==> config.mk <==
export PLATFORM = sky130hd
export DESIGN_NAME = refcounted_bank_allocator_core
export DESIGN_NICKNAME = d
export VERILOG_FILES = /design/src/rtl/rba_pkg.sv /design/src/rtl/rba_ram.sv /design/src/rtl/refcounted_bank_allocator_core.sv
export SDC_FILE = /design/constraint.sdc
export NUM_CORES = 1
export LEC_CHECK = 0
export BUFFER_PORTS_ARGS = -buffer_cell sky130_fd_sc_hd__buf_2
export CORE_AREA = 2 2 222 278
export CTS_BUF_LIST = sky130_fd_sc_hd__clkbuf_16
export DETAILED_ROUTE_END_ITERATION = 12
export DIE_AREA = 0 0 224 280
export SLEW_MARGIN = 20
export SYNTH_ARGS = -nofsm -noshare
export SYNTH_HDL_FRONTEND = slang
export SYNTH_SLANG_ARGS = --single-unit
==> constraint.sdc <==
create_clock -name clk -period 11.4 [get_ports clk]
set_input_delay 1.71 -clock clk [delete_from_list [all_inputs] [get_ports clk]]
set_output_delay 1.71 -clock clk [all_outputs]
set_load 0.02 [all_outputs]
==> src/rtl/rba_pkg.sv <==
// rba_pkg: shared types and constants for the reference-counted bank allocator
// holds command and status codes and the fixed port field widths
// no dependencies
`timescale 1ns / 1ps

package rba_pkg;

  // fixed field widths of the request and result words
  localparam int CMD_W       = 1;
  localparam int ASSET_W     = 16;
  localparam int BANK_NUM_W  = 4;
  localparam int STATUS_W    = 3;
  localparam int INDEX_OUT_W = 4;
  localparam int COUNT_OUT_W = 16;

  typedef logic [CMD_W-1:0]    cmd_t;
  typedef logic [STATUS_W-1:0] status_t;

  // request commands
  localparam cmd_t CMD_ADD    = 1'b0;
  localparam cmd_t CMD_REMOVE = 1'b1;

  // result status codes
  localparam status_t ST_FOUND   = 3'd0;
  localparam status_t ST_CLAIMED = 3'd1;
  localparam status_t ST_FULL    = 3'd2;
  localparam status_t ST_HELD    = 3'd3;
  localparam status_t ST_FREED   = 3'd4;
  localparam status_t ST_BAD     = 3'd5;

endpackage

==> src/rtl/rba_ram.sv <==
// rba_ram: generic single-port-write, single-port-read memory
// read data is registered; no dependencies
`timescale 1ns / 1ps

module rba_ram #(
  parameter int WIDTH = 32,
  parameter int DEPTH = 16
) (
  input  logic                     clk,
  input  logic                     we,
  input  logic [$clog2(DEPTH)-1:0] waddr,
  input  logic [WIDTH-1:0]         wdata,
  input  logic [$clog2(DEPTH)-1:0] raddr,
  output logic [WIDTH-1:0]         rdata
);

  logic [WIDTH-1:0] mem [DEPTH];

  // write port and registered read port
  always_ff @(posedge clk) begin
    if (we) begin
      mem[waddr] <= wdata;
    end
    rdata <= mem[raddr];
  end

endmodule

==> src/rtl/refcounted_bank_allocator_core.sv <==
// refcounted_bank_allocator_core: reference-counted bank table, one request at a time
// add: reads one bank per cycle through the single read port, ending at an owner match
//   or after the last bank; remove: bank read on accept, decrement written in S_REMOVE
// each result passes S_FINISH into the output register; the next request can be taken in
//   the cycle after that; S_FINISH holds while the last word waits with out_ready low
// reset clears the valid bits, so every bank is free; the RAM itself is never cleared
`timescale 1ns / 1ps

module refcounted_bank_allocator_core #(
  parameter int BANK_COUNT = 16,
  parameter int ID_BITS    = 16,
  parameter int COUNT_BITS = 16
) (
  input  logic                               clk,
  input  logic                               rst,
  input  logic                               in_valid,
  output logic                               in_ready,
  input  rba_pkg::cmd_t                      command,
  input  logic [rba_pkg::ASSET_W-1:0]        asset_id,
  input  logic [rba_pkg::BANK_NUM_W-1:0]     bank_number,
  output logic                               out_valid,
  input  logic                               out_ready,
  output rba_pkg::status_t                   status,
  output logic [rba_pkg::INDEX_OUT_W-1:0]    bank_index,
  output logic [rba_pkg::COUNT_OUT_W-1:0]    ref_count
);

  import rba_pkg::*;

  localparam int IDX_W  = $clog2(BANK_COUNT);
  localparam int SCAN_W = $clog2(BANK_COUNT + 1);
  localparam int WORD_W = ID_BITS + COUNT_BITS;
  localparam logic [COUNT_BITS-1:0] CNT_MAX  = {COUNT_BITS{1'b1}};
  localparam logic [COUNT_BITS-1:0] CNT_ONE  = COUNT_BITS'(1);
  localparam logic [IDX_W-1:0]      LAST_IDX = IDX_W'(BANK_COUNT - 1);

  typedef enum logic [1:0] {
    S_IDLE,
    S_SCAN,
    S_REMOVE,
    S_FINISH
  } state_t;

  state_t                  state;
  logic [BANK_COUNT-1:0]   bank_valid;
  logic [ID_BITS-1:0]      id_r;
  logic [IDX_W-1:0]        bank_r;
  logic [SCAN_W-1:0]       scan_idx;
  logic [IDX_W-1:0]        chk_idx;
  logic                    chk_vld;
  logic                    free_found;
  logic [IDX_W-1:0]        free_idx;
  status_t                 res_status;
  logic [INDEX_OUT_W-1:0]  res_index;
  logic [COUNT_OUT_W-1:0]  res_count;

  // ram port signals
  logic                    ram_we;
  logic [IDX_W-1:0]        ram_waddr;
  logic [WORD_W-1:0]       ram_wdata;
  logic [IDX_W-1:0]        ram_raddr;
  logic [WORD_W-1:0]       ram_rdata;

  // request decode
  logic [31:0]             asset_ext;
  logic [ID_BITS-1:0]      id_in;
  logic [31:0]             bank_ext;
  logic                    bank_in_range;
  logic [IDX_W-1:0]        bank_sel;
  logic                    bank_ok;

  // scan and update helpers
  logic [ID_BITS-1:0]      rd_owner;
  logic [COUNT_BITS-1:0]   rd_refs;
  logic [COUNT_BITS-1:0]   inc_refs;
  logic [COUNT_BITS-1:0]   dec_refs;
  logic                    chk_bank_valid;
  logic                    hit;
  logic                    cur_free;
  logic                    scan_last;
  logic                    claim_ok;
  logic [IDX_W-1:0]        claim_idx;
  logic                    scan_more;
  logic [31:0]             chk_ext;
  logic [31:0]             claim_ext;
  logic [31:0]             bank_r_ext;
  logic [31:0]             inc_ext;
  logic [31:0]             dec_ext;

  assign in_ready = (state == S_IDLE);

  // input field decode
  assign asset_ext     = 32'(asset_id);
  assign id_in         = asset_ext[ID_BITS-1:0];
  assign bank_ext      = 32'(bank_number);
  assign bank_in_range = (bank_ext < 32'(BANK_COUNT));
  assign bank_sel      = bank_ext[IDX_W-1:0];
  assign bank_ok       = bank_in_range && bank_valid[bank_sel];

  // ram word split and count arithmetic
  assign rd_owner = ram_rdata[WORD_W-1 -: ID_BITS];
  assign rd_refs  = ram_rdata[COUNT_BITS-1:0];
  assign inc_refs = (rd_refs == CNT_MAX) ? rd_refs : rd_refs + CNT_ONE;
  assign dec_refs = (rd_refs != '0) ? rd_refs - CNT_ONE : rd_refs;

  // compare stage of the scan, one entry behind the read address
  assign chk_bank_valid = bank_valid[chk_idx];
  assign hit            = chk_vld && chk_bank_valid && (rd_owner == id_r);
  assign cur_free       = chk_vld && !chk_bank_valid;
  assign scan_last      = chk_vld && (chk_idx == LAST_IDX);
  assign claim_ok       = free_found || cur_free;
  assign claim_idx      = free_found ? free_idx : chk_idx;
  assign scan_more      = (scan_idx < SCAN_W'(BANK_COUNT));

  // index and count extension to the result field widths
  assign chk_ext    = 32'(chk_idx);
  assign claim_ext  = 32'(claim_idx);
  assign bank_r_ext = 32'(bank_r);
  assign inc_ext    = 32'(inc_refs);
  assign dec_ext    = 32'(dec_refs);

  // ram address and write control
  always_comb begin
    ram_we    = 1'b0;
    ram_waddr = chk_idx;
    ram_wdata = {rd_owner, inc_refs};
    ram_raddr = '0;
    case (state)
      S_IDLE: begin
        if (bank_in_range) begin
          ram_raddr = bank_sel;
        end
      end
      S_SCAN: begin
        if (scan_more) begin
          ram_raddr = scan_idx[IDX_W-1:0];
        end
        if (hit) begin
          ram_we = 1'b1;
        end else if (scan_last && claim_ok) begin
          ram_we    = 1'b1;
          ram_waddr = claim_idx;
          ram_wdata = {id_r, CNT_ONE};
        end
      end
      S_REMOVE: begin
        ram_we    = 1'b1;
        ram_waddr = bank_r;
        ram_wdata = {rd_owner, dec_refs};
      end
      default: begin
        ram_we = 1'b0;
      end
    endcase
  end

  // owner and reference count store
  rba_ram #(
    .WIDTH (WORD_W),
    .DEPTH (BANK_COUNT)
  ) u_bank_ram (
    .clk   (clk),
    .we    (ram_we),
    .waddr (ram_waddr),
    .wdata (ram_wdata),
    .raddr (ram_raddr),
    .rdata (ram_rdata)
  );

  // control state machine, valid bits and result word
  always_ff @(posedge clk) begin
    if (rst) begin
      state      <= S_IDLE;
      bank_valid <= '0;
      chk_vld    <= 1'b0;
      free_found <= 1'b0;
      out_valid  <= 1'b0;
    end else begin
      if (out_valid && out_ready && (state != S_FINISH)) begin
        out_valid <= 1'b0;
      end
      case (state)
        S_IDLE: begin
          if (in_valid) begin
            id_r       <= id_in;
            bank_r     <= bank_sel;
            scan_idx   <= '0;
            chk_vld    <= 1'b0;
            free_found <= 1'b0;
            if (command == CMD_ADD) begin
              state <= S_SCAN;
            end else if (bank_ok) begin
              state <= S_REMOVE;
            end else begin
              res_status <= ST_BAD;
              res_index  <= bank_number;
              res_count  <= '0;
              state      <= S_FINISH;
            end
          end
        end
        S_SCAN: begin
          if (scan_more) begin
            scan_idx <= scan_idx + SCAN_W'(1);
          end
          chk_vld <= scan_more;
          chk_idx <= scan_idx[IDX_W-1:0];
          if (cur_free && !free_found) begin
            free_found <= 1'b1;
            free_idx   <= chk_idx;
          end
          if (hit) begin
            res_status <= ST_FOUND;
            res_index  <= chk_ext[INDEX_OUT_W-1:0];
            res_count  <= inc_ext[COUNT_OUT_W-1:0];
            state      <= S_FINISH;
          end else if (scan_last) begin
            if (claim_ok) begin
              bank_valid[claim_idx] <= 1'b1;
              res_status <= ST_CLAIMED;
              res_index  <= claim_ext[INDEX_OUT_W-1:0];
              res_count  <= COUNT_OUT_W'(1);
            end else begin
              res_status <= ST_FULL;
              res_index  <= '0;
              res_count  <= '0;
            end
            state <= S_FINISH;
          end
        end
        S_REMOVE: begin
          res_index <= bank_r_ext[INDEX_OUT_W-1:0];
          if (dec_refs == '0) begin
            bank_valid[bank_r] <= 1'b0;
            res_status <= ST_FREED;
            res_count  <= '0;
          end else begin
            res_status <= ST_HELD;
            res_count  <= dec_ext[COUNT_OUT_W-1:0];
          end
          state <= S_FINISH;
        end
        S_FINISH: begin
          if (!out_valid || out_ready) begin
            status     <= res_status;
            bank_index <= res_index;
            ref_count  <= res_count;
            out_valid  <= 1'b1;
            state      <= S_IDLE;
          end
        end
        default: begin
          state <= S_IDLE;
        end
      endcase
    end
  end

  // the ram is never written in the cycle a new request is taken
  a_no_write_on_accept: assert property (@(posedge clk) disable iff (rst)
    ram_we |-> !in_ready)
    else $error("bank ram written while accepting a request");

  // a match is only reported on a bank in use
  a_hit_on_valid: assert property (@(posedge clk) disable iff (rst)
    hit |-> bank_valid[chk_idx])
    else $error("owner match on a free bank");

  // the scan pointer never runs past the table
  a_scan_bound: assert property (@(posedge clk) disable iff (rst)
    (state == S_SCAN) |-> (scan_idx <= SCAN_W'(BANK_COUNT)))
    else $error("scan pointer beyond bank count");

  // a claimed bank is marked in use once the scan ends
  a_claim_sets_valid: assert property (@(posedge clk) disable iff (rst)
    (state == S_SCAN && !hit && scan_last && claim_ok) |=> bank_valid[$past(claim_idx)])
    else $error("claimed bank not marked valid");

  // a freed bank drops its valid bit
  a_free_clears_valid: assert property (@(posedge clk) disable iff (rst)
    (state == S_REMOVE && dec_refs == '0) |=> !bank_valid[$past(bank_r)])
    else $error("freed bank still marked valid");

endmodule

==> impl_metrics.tcl, run 1 <==
set metrics [dict create \
    dieHeight_microns 280 \
    clk_latency_ns 0.65 \
    synth_cells 1995 \
    ys_ff_latch 644 \
    synth_nets 2028 \
    cts_root_buf "clkbuf_16" \
    yosys.area.top_type "edfxtp_1" \
    yosysWarningCount 0 \
    place_hpwl_microns 33420 \
    regToRegStartpoint "id_r[1]" \
    grt_pass1_wl_microns 96230 \
    core_sq_um 60280 \
    gp_congestion 0.9025 \
    fin_nets 2034 \
    post_drt_wl_per_cell_microns 22.46 \
    ant_nets 0 \
    area_delta_synth_final_pct 11.92 \
    fin_crit_ns 5.018 \
    die_area_sq_um 62720 \
    synthesis.area_sq_um 26800 \
    postCtsHoldBufs 0 \
    p_per_area_nw_per_um2 270.4 \
    worstHoldPathType "reg -> reg" \
    grt_remaining_overflow 0 \
    portBuffers 49 \
    maxSlewHeadroom_pct 13.10 \
    drt_pass1_iterations 5 \
    cts_buffers 61 \
    start_util_pct 44.46 \
    fin_crit_sh_pct 44.02 \
    synth_top_area_share_pct 66.22 \
    synth_edf_count 591 \
    finalClockSkew_ns 0.02955 \
    num_rows 101 \
    drive_above_1_share_pct 11.05 \
    hold_viol_final 0 \
    antenna_found_initial 0 \
    cts-resized-gates 0 \
    grt_busiest_layer "met2" \
    grt_use_met2_pct 33.93 \
    post-route-drc-count 0 \
    fillerInstances 5119 \
    fin_area_sq_um 30000 \
    io_pins 50 \
    ys_top_cells_by_area "edfxtp_1, a211oi_1, nand2_1" \
    synth_ff_type "edfxtp_1" \
    critPathKind "reg -> reg" \
    dpl-instance-area_sq_um 27850 \
    die_w_microns 224 \
    synth_most_common_cell "edfxtp_1" \
    power_leakage_nw 9.729 \
    fin_tns_setup_ns 0 \
    path_clk_slew_ns 0.06 \
    grt_setup_unrepaired "no" \
    grt_max_degree 221 \
    grt_use_total_pct 20.12 \
    min_from "res_count[6]" \
    crit_arrival_ns 5.28 \
    use_met3_pct 3.047 \
    viasPerCell 5.895 \
    async_flop_share_pct 0 \
    cts_max_level 2 \
    fmax_mhz 199.3 \
    dr_total_vias 16660 \
    synth_cell_types 77 \
    setup_violations 0 \
    startpoint "id_r[1]" \
    drt-total-wl_microns 63480 \
    vdd_drop_max_uv 203.1 \
    synth.cells.most_frequent "edfxtp_1, nand2_1, a211oi_1, clkbuf_1, and2_1" \
    grt_pass1_vias 16260 \
    critPathRequiredTime_ns 11.66 \
    end_kind "flip-flop" \
    n_antenna_cell 0 \
    tritoncts "yes" \
    tightest_slew_ns 1.304 \
    drv_cap 0 \
    cts_post_setup_buffers_inserted 0 \
    cp-start-kind "flip-flop" \
    worst-path-max-fanout 32 \
    slew_violations 0 \
    outcome "finished clean" \
    met1_usage_pct 26.40 \
    cts_sinks 644 \
    avgSynthCellArea_sq_um 13.43 \
    seq_area_frac_synth_pct 70.18 \
    drtIter0Drc 1531 \
    clock_path_buffers 3 \
]
-- registers in the layout, summed over array words and instances (netlist names), 4 cells and up --
name and count:
bank_index 4, bank_r 4, bank_valid 16, chk_idx 4, free_idx 4, id_r 16, ref_count 16, res_count 16
res_index 4, scan_idx 5, u_bank_ram.mem 512, u_bank_ram.rdata 32
-- worst max-delay path, cell delays in order, from the launching register on --
cell and delay [ns]:
edfxtp_1 0.44, xor2_1 0.19, or4_1 0.50, nor4b_1 0.80, nand4b_1 0.95, o311ai_1 0.59, nand3_1 0.33, nor3_2 0.20
buf_4 0.60
-- report_power, final --
part	internal (mW)	switching (mW)	total, mW
clock	1.25	0.885	2.13
sequential	3.29	0.159	3.45
combinational	0.726	1.80	2.52
total	5.27	2.84	8.11
-- final timing paths --
path / cells past startpoint / slack (ns) / end
max: 8 / 6.38 / u_bank_ram.mem[3][11]
min reg2reg: 0 / 0.42 / ref_count[6]
max reg2reg: 8 / 6.38 / u_bank_ram.mem[3][11]
min: 0 / 0.42 / ref_count[6]
-- cells in the final DEF (no fill, tap or decap), drive strengths merged, types with 4 or more instances in the layout --
master  count
bufinv     12
o31a        7
or3         6
nand4b      4
mux2i       7
inv        45
nand4       4
a21boi      6
a22oi       4
edfxtp    591
a211oi    164
dfxtp      53
ha          8
nand3b      4
nor4       11
nand3      26
and3        7
clkbuf     61
a31oi      68
nand2b     13
mux4        9
buf        88
o41ai       5
xnor2      13
a22o       18
nor2       32
nand2     317
and2      135
nor3       37
clkinv     24
o211ai      5
nor2b       7
and4        5
a41oi       4
o221ai      7
xor2       21
o22ai       9
o21ai      34
a21oi      77
a311oi     66
-- layout make-up --
class	instances	area, sq um	area share (%)
flip-flops and latches	644	18810	62.70
multi-input cells	1179	7443	24.82
clock buffers	61	1526	5.089
well taps	772	965.9	3.220
clock inverters	55	595.6	1.986
repair buffers	88	554.3	1.848
inverters	27	101.3	0.3379
-- cells by family (layout without fill, tap and decap cells) --
| kind of cell | after synthesis | count (layout) | synth area share [%] |
|---|---|---|---|
| AOI/OAI and AO/OA | 502 | 502 | 13.43 |
| and+or+nand+nor | 617 | 617 | 11.13 |
| xor gates and xnor gates | 34 | 34 | 1.111 |
| muxes | 18 | 18 | 1.144 |
| buffers and inverters | 172 | 231 | 2.638 |
| adders and majority gates | 8 | 8 | 0.3735 |
| DFF | 644 | 644 | 70.18 |
-- per-stage QoR --
step	std cells	utilization [%]	power, mW	setup WS (ns)	hold WS [ns]
global placement	2710	46.19	5.949	6.654	0.4009
floorplan	1995	-	5.222	6.151	0.4003
finish	2826	49.76	8.110	6.382	0.4183
CTS	2826	49.71	8.143	6.532	0.4204
global route	2826	49.76	8.539	6.273	0.4270
detailed placement	2710	46.19	6.011	6.595	0.4052
-- routing by layer --
layer  wire length [microns]  up-vias  share of wire, %
met3                    3687      126               5.8
met1                   26730     8341                42
met2                   31020      506                49
li1                        -     7687                 -
met5                       0        -                 0
met4                    2046        0               3.2
Power figures use the tool's default switching activity.
==> run 2: changes to the inputs <==
--- a/config.mk
+++ b/config.mk
@@ -5,11 +5,12 @@
 export SDC_FILE = /design/constraint.sdc
 export NUM_CORES = 1
 export LEC_CHECK = 0
+export ABC_AREA = 1
 export BUFFER_PORTS_ARGS = -buffer_cell sky130_fd_sc_hd__buf_2
-export CORE_AREA = 2 2 222 278
+export CORE_AREA = 2 2 226 283
 export CTS_BUF_LIST = sky130_fd_sc_hd__clkbuf_16
 export DETAILED_ROUTE_END_ITERATION = 12
-export DIE_AREA = 0 0 224 280
+export DIE_AREA = 0 0 228 285
 export SLEW_MARGIN = 20
 export SYNTH_ARGS = -nofsm -noshare
 export SYNTH_HDL_FRONTEND = slang
==> constraint.sdc (replaced) <==
create_clock -name clk -period 5 [get_ports clk]
set_input_delay 0.75 -clock clk [delete_from_list [all_inputs] [get_ports clk]]
set_output_delay 0.75 -clock clk [all_outputs]
set_load 0.02 [all_outputs]
==> run 2 against run 1 <==
Against the previous run: via count increased by 16%; die area grew 3.6%; cell count grew 19%; critical path type unchanged; sequential cell count stayed put; power up 150%; worst setup slack lost 5.3 ns; area after synthesis increased by 3.5%; clock skew fell by 0.012 ns; synthesized cell count increased by 23%; clock-buffer cell count increased by 7.
==> impl_metrics.tcl, run 2 <==
set metrics [dict create \
    cts_sinks 644 \
    holdWs_ns 0.3257 \
    finalClockSkew_ns 0.01789 \
    ys_top_cells_by_area "edfxtp_1, o21ai_0, a21oi_1" \
    num_rows 103 \
    postCtsHoldBufs 0 \
    top_regs "u_bank_ram.mem x512, u_bank_ram.rdata x32" \
    clk_latency_ns 0.60 \
    crit_chain "inv_2 -> nor4_4 -> nand3_4 -> o21bai_2 -> nand2_1 -> nand2_1 -> nand2_1 -> nor2_4 -> buf_4" \
    slew_violations 0 \
    portBuffers 49 \
    grt_setup_unrepaired "no" \
    seq_area_frac_synth_pct 67.80 \
    grt_pass1_wl_microns 118900 \
    fillerInstances 5627 \
    grt_pass1_vias 19090 \
    crit_path_top_delay_cell "nor2_4" \
    synth_top_area_share_pct 63.97 \
    fmax_mhz 256.5 \
    die_area_sq_um 64980 \
    async_flop_share_pct 0 \
    place_hpwl_microns 48050 \
    dpl-instance-area_sq_um 29240 \
    maxSlewHeadroom_pct 29.34 \
    die_w_microns 228 \
    area_delta_synth_final_pct 12.94 \
    slowest_delay_ns 0.77 \
    cpMostUsedCell "nand2_1" \
    cts_post_setup_buffers_inserted 0 \
    cts_root_buf "clkbuf_16" \
    fin_area_sq_um 31330 \
    dieHeight_microns 285 \
    hold_viol_final 0 \
    largest_reg_flops 512 \
    p_total_mw 19.89 \
    cts_max_level 3 \
    post-route-drc-count 0 \
    final_cell_mix "edfxtp_1, o21ai_0, a21oi_1" \
    drv_cap 0 \
    synth.cells.most_frequent "edfxtp_1, o21ai_0, a21oi_1, nand2_1, inv_1" \
    yosys.area.top_type "edfxtp_1" \
    synth_cell_types 50 \
    drive_above_1_share_pct 11.18 \
    synth_ff_type "edfxtp_1" \
    largest_register "u_bank_ram.mem" \
    ys_ff_latch 644 \
    drtIter0Drc 1860 \
    fin_tns_setup_ns 0 \
    synth_edf_count 591 \
    drt-total-wl_microns 78060 \
    gp_congestion 0.9170 \
    core_sq_um 62630 \
    end_kind "flip-flop" \
    setup_violations 0 \
    tritoncts "yes" \
    worst-path-max-fanout 33 \
    fin_crit_ns 3.899 \
    path_clk_slew_ns 0.06 \
    synthesis.area_sq_um 27740 \
    ant_nets 0 \
    tightest_slew_ns 1.060 \
    crit_arrival_ns 4.21 \
    clock_path_buffers 3 \
    fin_crit_sh_pct 77.98 \
    synth_cells 2447 \
    layout_commonest_cell "edfxtp_1" \
    vdd_drop_max_uv 338.0 \
    worstHoldPathType "in -> reg" \
    post_drt_wl_per_cell_microns 23.15 \
    fin_nets 2511 \
    viasPerCell 5.733 \
    dr_total_vias 19330 \
    drt_pass1_iterations 5 \
    p_per_area_nw_per_um2 634.8 \
    critPathRequiredTime_ns 5.31 \
    cts_buffers 67 \
    grt_remaining_overflow 0 \
    outcome "finished clean" \
    critPathKind "reg -> reg" \
    avgSynthCellArea_sq_um 11.34 \
    antenna_found_initial 2 \
    grt_max_degree 193 \
    cts-resized-gates 0 \
    grt_use_total_pct 23.98 \
    start_util_pct 44.29 \
    io_pins 50 \
    synth_most_common_cell "edfxtp_1" \
    power_leakage_nw 10.71 \
    yosysWarningCount 0 \
    synth_nets 2480 \
    cp-start-kind "flip-flop" \
]
-- run 2: cell count changes after synthesis, sizes merged, moves of 28 or more --
cell / change
a211oi: -163
a21oi: +224
a311oi: -66
a31oi: -67
and2: -135
buf: +32
inv: +154
nand2: -52
nand3: +35
nand4: +29
nor2: +147
o211ai: +28
o21ai: +393
o221ai: +32
-- run 2: final cells by class --
cell class,instances,area (sq um),share of cell area [%]
Multi-Input combinational cell,1469,7785,24.85
Antenna cell,1,2.502,0.007987
Clock inverter,54,360.3,1.150
Clock buffer,68,1702,5.431
Inverter,179,671.9,2.144
Timing Repair Buffer,117,950.9,3.035
Sequential cell,644,18810,60.03
Tap cell,840,1051,3.355
-- run 2: report_power, final --
| part | leakage, nW | internal [mW] | switching, mW | total (mW) |
|---|---|---|---|---|
| Sequential | 5.82 | 7.54 | 0.343 | 7.88 |
| Combinational | 3.80 | 1.86 | 5.42 | 7.27 |
| Clock | 1.09 | 2.68 | 2.05 | 4.74 |
| Total | 10.7 | 12.1 | 7.81 | 19.9 |
-- run 2: per-layer routing --
metal / track usage (%) / part of all wire (%) / vias up / routed length [microns]
li1: - / - / 9016 / -
met1: 30.76 / 41 / 9593 / 32160
met2: 41.68 / 51 / 582 / 39650
met3: 2.760 / 4.7 / 142 / 3641
met4: 9.526 / 3.3 / 0 / 2608
met5: 0 / 0 / - / 0
-- run 2: worst paths after layout --
| check | start | end | slack [ns] | cells after the start |
|---|---|---|---|---|
| min | asset_id[11] | id_r[11] | 0.33 | 1 |
| max | chk_idx[0] | u_bank_ram.mem[8][17] | 1.10 | 9 |
| max reg2reg | chk_idx[0] | u_bank_ram.mem[8][17] | 1.10 | 9 |
| min reg2reg | res_status[0] | status[0] | 0.42 | 0 |
-- run 2: cells by family after synthesis --
| family | share of synthesized area (%) |
|---|---|
| AO/OA/AOI/OAI | 16.84 |
| flip-flops | 67.80 |
| AND/OR/NAND/NOR | 9.611 |
| buffers and inverters | 4.921 |
| XOR/XNOR | 0.4736 |
| adder cells (fa/ha/maj) | 0.3608 |
-- run 2: stage by stage --
step	instances	worst slack (ns)	utilization, %
after global placement	3247	1.110	46.64
after floorplan	2447	0.6163	-
final	3372	1.101	50.02
after detailed placement	3248	1.122	46.69
after CTS	3370	1.102	49.98
after global routing	3371	0.8171	50.02
-- run 2: critical path: cells and delay by family (launching register included) --
| family | cells | cell delay [ns] |
|---|---|---|
| compound gates | 1 | 0.29 |
| buf+inv | 2 | 0.48 |
| simple gates | 6 | 2.10 |
| flops | 1 | 0.72 |
